==> src/design/dpb_fifo.sv <==
`timescale 1ns / 1ps
`default_nettype none

module dpb_fifo #(
    parameter int W     = 48,
    parameter int DEPTH = 4
) (
    input  wire logic         i_clk,
    input  wire logic         i_rst_n,
    input  wire logic         i_push,
    input  wire logic [W-1:0] i_data,
    input  wire logic         i_pop,
    output logic      [W-1:0] o_data,
    output logic              o_full,
    output logic              o_empty
);

    localparam int PW = $clog2(DEPTH);
    localparam int CW = $clog2(DEPTH + 1);

    logic [W-1:0]  r_mem [DEPTH];
    logic [PW-1:0] r_wr, r_rd;
    logic [CW-1:0] r_cnt;

    assign o_full  = (r_cnt == CW'(DEPTH));
    assign o_empty = (r_cnt == '0);
    assign o_data  = r_mem[r_rd];

    always_ff @(posedge i_clk) begin
        if (i_push) begin
            r_mem[r_wr] <= i_data;
        end
    end

    always_ff @(posedge i_clk) begin
        if (!i_rst_n) begin
            r_wr  <= '0;
            r_rd  <= '0;
            r_cnt <= '0;
        end else begin
            if (i_push) begin
                r_wr <= (r_wr == PW'(DEPTH - 1)) ? '0 : r_wr + PW'(1);
            end
            if (i_pop) begin
                r_rd <= (r_rd == PW'(DEPTH - 1)) ? '0 : r_rd + PW'(1);
            end
            case ({i_push, i_pop})
                2'b10:   r_cnt <= r_cnt + CW'(1);
                2'b01:   r_cnt <= r_cnt - CW'(1);
                default: r_cnt <= r_cnt;
            endcase
        end
    end

endmodule

`default_nettype wire

==> config.mk <==
export PLATFORM = sky130hd
export DESIGN_NAME = dpb_fifo
export DESIGN_NICKNAME = d
export VERILOG_FILES = /design/src/design/dpb_fifo.sv
export SDC_FILE = /design/constraint.sdc
export NUM_CORES = 1
export LEC_CHECK = 0
export BUFFER_PORTS_ARGS = -buffer_cell sky130_fd_sc_hd__buf_2
export CORE_ASPECT_RATIO = 0.9
export CORE_UTILIZATION = 45
export DETAILED_ROUTE_END_ITERATION = 16
export GPL_TIMING_DRIVEN = 1
export PLACE_DENSITY = 0.7
export SYNTH_ARGS = -nofsm -noshare
export SYNTH_HDL_FRONTEND = slang
export SYNTH_SLANG_ARGS = --single-unit
==> constraint.sdc <==
create_clock -name i_clk -period 2.6 [get_ports i_clk]
set_clock_uncertainty 0.05 [all_clocks]
set_input_delay 0 -clock i_clk [delete_from_list [all_inputs] [get_ports i_clk]]
set_output_delay 0 -clock i_clk [all_outputs]
set_load 0.02 [all_outputs]
### Word level (Yosys, flattened, before mapping)

Memory sizes are Yosys's and may differ from the RTL's. A register that Yosys moved wholly into a read port is not among the register bits.
Cells that the tools add are included.
Widths: inputs -> output; s select.

| storage, ports and cells | value |
|---|---|
| flip-flop bits (word level) | 7 |
| latch bits | 0 |
| bits in writable memories | 192 |
| ROM bits | 0 |
| input bits | 52 |
| output and inout port bits | 50 |
| logic and storage cells | 22 |
| memories | 1 |

Memories:

| name | words | width | read ports | clocked after memory_dff | wr ports | RTL line | source |
|---|---|---|---|---|---|---|---|
| r_mem | 4 | 48 | 1 | 1 | 1 | 21 | `logic [W-1:0] r_mem [DEPTH];` |

| cells by class | value |
|---|---|
| add/subtract/negate cells | 4 |
| multiply operators | 0 |
| div/mod/pow operators | 0 |
| magnitude comparators | 0 |
| eq/ne operators | 5 |
| shift operators | 0 |
| mux-type cells | 7 |
| bitwise logic cells | 0 |
| reductions and logical operators | 2 |

Operators by type and width:

| kind | count |
|---|---|
| $mux 2 | 4 |
| $eq 2x2->1 const B | 3 |
| $pmux 3 s2 | 1 |
| $add 2x1->2 const B | 2 |
| $add 3x1->3 const B | 1 |
| $eq 3x3->1 const B | 1 |
| $logic_not 3->1 | 1 |
| $sub 3x1->3 const B | 1 |
| $eq 2x1->1 const B | 1 |
| $mux 1 | 2 |
| $reduce_bool 2->1 | 1 |

### Depth between registers and ports, before layout

| logic depth | value |
|---|---|
| depth after elaboration | 4 |
| mapped depth | 7 |
| mapped depth without buffers | 7 |

### Worst setup path before layout

Ideal clock, no wire load.

| timing | value |
|---|---|
| path type | reg-to-reg |
| start point | reg r_wr[0] |
| end point | mem r_mem[3][0], enable pin |
| data arrival time | 1.699 ns |
| data required time | 2.140 ns |
| slack | 0.441 ns |
| cell stages (with the launch flop) | 3 |
| buffers on the path | 0 |
| period minus slack after synthesis | 2.159 ns |
| path through | dfxtp_1 -> ha_1 -> and2_1 |

RTL lines:

| element | RTL line | source |
|---|---|---|
| from (decl) | 22 | `logic [PW-1:0] r_wr, r_rd;` |
| from (signal assigned) | 42 | `r_wr <= (r_wr == PW'(DEPTH - 1)) ? '0 : r_wr + PW'(1);` |
| to (decl) | 21 |  |

Straight into the memory's write port.

==> run_summary.xml <==
<?xml version="1.0" encoding="UTF-8"?>
<metrics>
  <group name="synthesis">
    <metric name="synth_cell_type_count" unit="">24</metric>
    <metric name="synthAdderAreaFrac" unit="%">1.29</metric>
    <metric name="synth_simple_gate_area_share" unit="%">1.34</metric>
    <metric name="synth_mux_area_share" unit="%">14.9</metric>
    <metric name="synthesis.nets" unit="">356</metric>
    <metric name="avgSynthCellArea" unit="sq um">24.9</metric>
    <metric name="synth_area" unit="sq mm">0.00738</metric>
    <metric name="synth_top_family_by_area" unit="">multiplexers</metric>
    <metric name="synth_cells" unit="">297</metric>
    <metric name="synth_xor_area_share" unit="%">0.237</metric>
    <metric name="ys_seq_elements" unit="">201</metric>
    <metric name="synth.yosys.seq_area_share" unit="%">80.5</metric>
    <metric name="synth_warnings" unit="">0</metric>
    <metric name="synth_top_cells_by_area" unit="">edfxtp_1, mux4_2, dfxtp_1, ha_1, and2_1</metric>
    <metric name="post_synthesis_compound_gate_area_fraction" unit="%">0.407</metric>
    <metric name="synth.top_cell.area_share" unit="%">78.1</metric>
    <metric name="synth_area_leader_cell" unit="">edfxtp_1</metric>
  </group>
  <group name="global_route">
    <metric name="wire_length_of_the_first_global_routing_pass" unit="mm">19.6</metric>
    <metric name="grt_antenna_before_repair" unit="">0</metric>
    <metric name="met2_usage" unit="%">28.8</metric>
    <metric name="grt_util_met1" unit="%">18.5</metric>
    <metric name="global_route.usage.met3" unit="%">4.14</metric>
    <metric name="grt_max_degree" unit="">29</metric>
    <metric name="first_global_vias" unit="">3795</metric>
    <metric name="globalRoute.busiestLayer" unit="">met2</metric>
    <metric name="global_route.usage.total" unit="%">15.8</metric>
    <metric name="grt_remaining_overflow" unit="">0</metric>
  </group>
  <group name="hold_path">
    <metric name="hold_class" unit="">primary input to flip-flop</metric>
  </group>
  <group name="floorplan">
    <metric name="die_footprint" unit="sq mm">0.0169</metric>
    <metric name="ios" unit="">102</metric>
    <metric name="floorplan.core_area" unit="sq mm">0.0161</metric>
    <metric name="die_height" unit="microns">124</metric>
    <metric name="placementRows" unit="">44</metric>
    <metric name="start_util" unit="%">45.9</metric>
    <metric name="fp.dieW" unit="microns">137</metric>
  </group>
  <group name="timing">
    <metric name="fmax" unit="GHz">0.473</metric>
    <metric name="post-route-period-util" unit="%">81.4</metric>
    <metric name="worst_slew_margin_rel" unit="%">71.2</metric>
    <metric name="totalNegativeSetupSlack" unit="ps">0</metric>
    <metric name="worst_slack" unit="ps">484</metric>
    <metric name="worst_slew_pin_slew" unit="ps">433</metric>
    <metric name="finalHoldViolations" unit="">0</metric>
    <metric name="rsz0062_at_grt" unit="">no</metric>
    <metric name="finalMaxSlewViolations" unit="">0</metric>
    <metric name="setup-violations-final" unit="">0</metric>
    <metric name="fin_crit" unit="ps">2120</metric>
  </group>
  <group name="flow_run">
    <metric name="drv.max_cap_violation_count" unit="">0</metric>
  </group>
  <group name="cts">
    <metric name="clkSinkCount" unit="">201</metric>
    <metric name="tritoncts.num_buffers" unit="">20</metric>
    <metric name="cts_tree" unit="">built</metric>
    <metric name="cts.htree.levels" unit="">1</metric>
    <metric name="root_buffer" unit="">clkbuf_16</metric>
    <metric name="clock_tree.buffer_depth" unit="">3</metric>
    <metric name="cts.reportedPaths.clkPinSlew" unit="ps">60</metric>
    <metric name="postCtsHoldBufs" unit="">51</metric>
    <metric name="post_cts.repair.setup_buffers" unit="">0</metric>
    <metric name="worst_skew_pair.late_latency" unit="ps">480</metric>
    <metric name="cts-resized-gates" unit="">0</metric>
  </group>
  <group name="route">
    <metric name="dr.pass1.iters" unit="">6</metric>
    <metric name="vias" unit="">3470</metric>
    <metric name="ant_nets" unit="">0</metric>
    <metric name="route.detailed.vias_per_inst" unit="">5.02</metric>
    <metric name="drt_iter0_markers" unit="">211</metric>
    <metric name="totalWireLength" unit="mm">12.8</metric>
    <metric name="wire_per_inst" unit="microns">18.6</metric>
    <metric name="route.detailed.drc" unit="">0</metric>
  </group>
  <group name="setup_path">
    <metric name="criticalPathCategory" unit="">flip-flop to primary output</metric>
    <metric name="worst_ep_arrival_time" unit="ps">2070</metric>
    <metric name="critPathLaunchType" unit="">flip-flop</metric>
    <metric name="worst-path-max-fanout" unit="">18</metric>
    <metric name="timing.critical_path.required" unit="ps">2550</metric>
    <metric name="critPathCaptureType" unit="">primary output</metric>
  </group>
  <group name="place">
    <metric name="final_gp_congestion" unit="">0.647</metric>
    <metric name="number_of_cells_in_the_design_after_placement" unit="">607</metric>
    <metric name="detailedPlacementHpwl" unit="mm">7.62</metric>
    <metric name="placement.cell_area" unit="sq mm">0.00819</metric>
    <metric name="place_ws" unit="ps">944</metric>
    <metric name="port-buffer-count" unit="">101</metric>
  </group>
  <group name="layout">
    <metric name="flow.area_growth_from_synthesis" unit="%">26.0</metric>
    <metric name="filler_cell_count_in_the_final_layout" unit="">1187</metric>
    <metric name="layout-drive-gt1-share" unit="%">39.9</metric>
    <metric name="mostFrequentLayoutCell" unit="">edfxtp_1</metric>
    <metric name="utilization" unit="%">57.9</metric>
    <metric name="instances_no_fill" unit="">691</metric>
    <metric name="layout.cells.most_common_list" unit="">edfxtp_1, buf_2, dlygate4sd3_1</metric>
    <metric name="final_net_count" unit="">532</metric>
    <metric name="final_cell_area" unit="sq mm">0.00930</metric>
    <metric name="antennaDiodeCount" unit="">0</metric>
  </group>
  <group name="power">
    <metric name="power_leakage" unit="nW">3.21</metric>
    <metric name="power.density_cell_area" unit="mW/mm^2">764</metric>
    <metric name="vdd_ir_drop_max" unit="uV">492</metric>
  </group>
  <group name="status">
    <metric name="run_status" unit="">finished, final reports clean</metric>
  </group>
</metrics>
==> metal layers <==
metal,share of wire (%),wire [microns]
met5,0,0
met3,5.5,709
met2,52,6630
met1,41,5230
met4,2.1,268
==> stage by stage <==
step / hold slack [ps] / total power [mW]
after CTS: 199 / 7.19
after detailed placement: 165 / 4.47
final: 216 / 7.10
after global placement: 159 / 4.45
after global routing: 211 / 7.35
after floorplan: 48.9 / 4.22
==> cells in the mapped netlist <==
| master | number |
|---|---|
| buf_6 | 3 |
| mux4_2 | 48 |
| or3_1 | 1 |
| fa_1 | 1 |
| o21ai_0 | 2 |
| nor3_1 | 1 |
| nand2_1 | 1 |
| nor3b_1 | 2 |
| a21oi_1 | 1 |
| a21boi_0 | 1 |
| xnor2_1 | 1 |
| mux2i_1 | 2 |
| and2_1 | 6 |
| buf_4 | 2 |
| inv_1 | 6 |
| clkbuf_1 | 2 |
| nor2b_1 | 4 |
| buf_2 | 3 |
| and3_1 | 1 |
| ha_1 | 6 |
| edfxtp_1 | 192 |
| xor2_1 | 1 |
| o21a_1 | 1 |
| dfxtp_1 | 9 |
==> worst paths after layout <==
kind              cells past startpoint  startpoint  slack (ps)     endpoint
setup / recovery                      3   flip-flop         480   o_data[14]
hold / removal                        2   i_data[4]         220  r_mem[2][4]
setup reg to reg                      5    r_cnt[0]         980     r_cnt[2]
hold reg to reg                       2    r_cnt[2]         480     r_cnt[2]
==> sequential cells by signal, summed over array words and instances (netlist names), named ones only <==
| name | count |
|---|---|
| r_mem | 192 |
| r_cnt | 3 |
| r_rd | 2 |
| r_wr | 2 |
==> report_power, final <==
part           total [mW]  internal [mW]  switching (mW)
clock network        2.66           1.56            1.09
registers            3.73           3.69          0.0395
logic               0.719          0.324           0.395
total                7.10           5.58            1.53
==> area by class of cell <==
type                    instances  area (sq um)  area share [%]
clock buffers                  25           541            5.81
clock inverters                 8          63.8           0.686
inverters                       6          22.5           0.242
multi-input cells              80          1350            14.5
flip-flops and latches        201          5950            64.0
well taps                     207           259            2.78
repair buffers                164          1120            12.0
==> worst max-delay path: stages, from the launching register on <==
cell and delay (ps):
dfxtp_4 460, buf_4 380, mux4_2 570, buf_2 180
==> cell families (layout without fill, tap and decap cells) <==
logic type                 after synthesis  count (layout)
muxes                                   50              50
and+or+nand+nor                         16              16
buffers and inverters                   16             203
adders and majority gates                7               7
AOI/OAI and AO/OA                        5               5
DFF                                    201             201
xor gates and xnor gates                 2               2
Power figures use the tool's default switching activity.
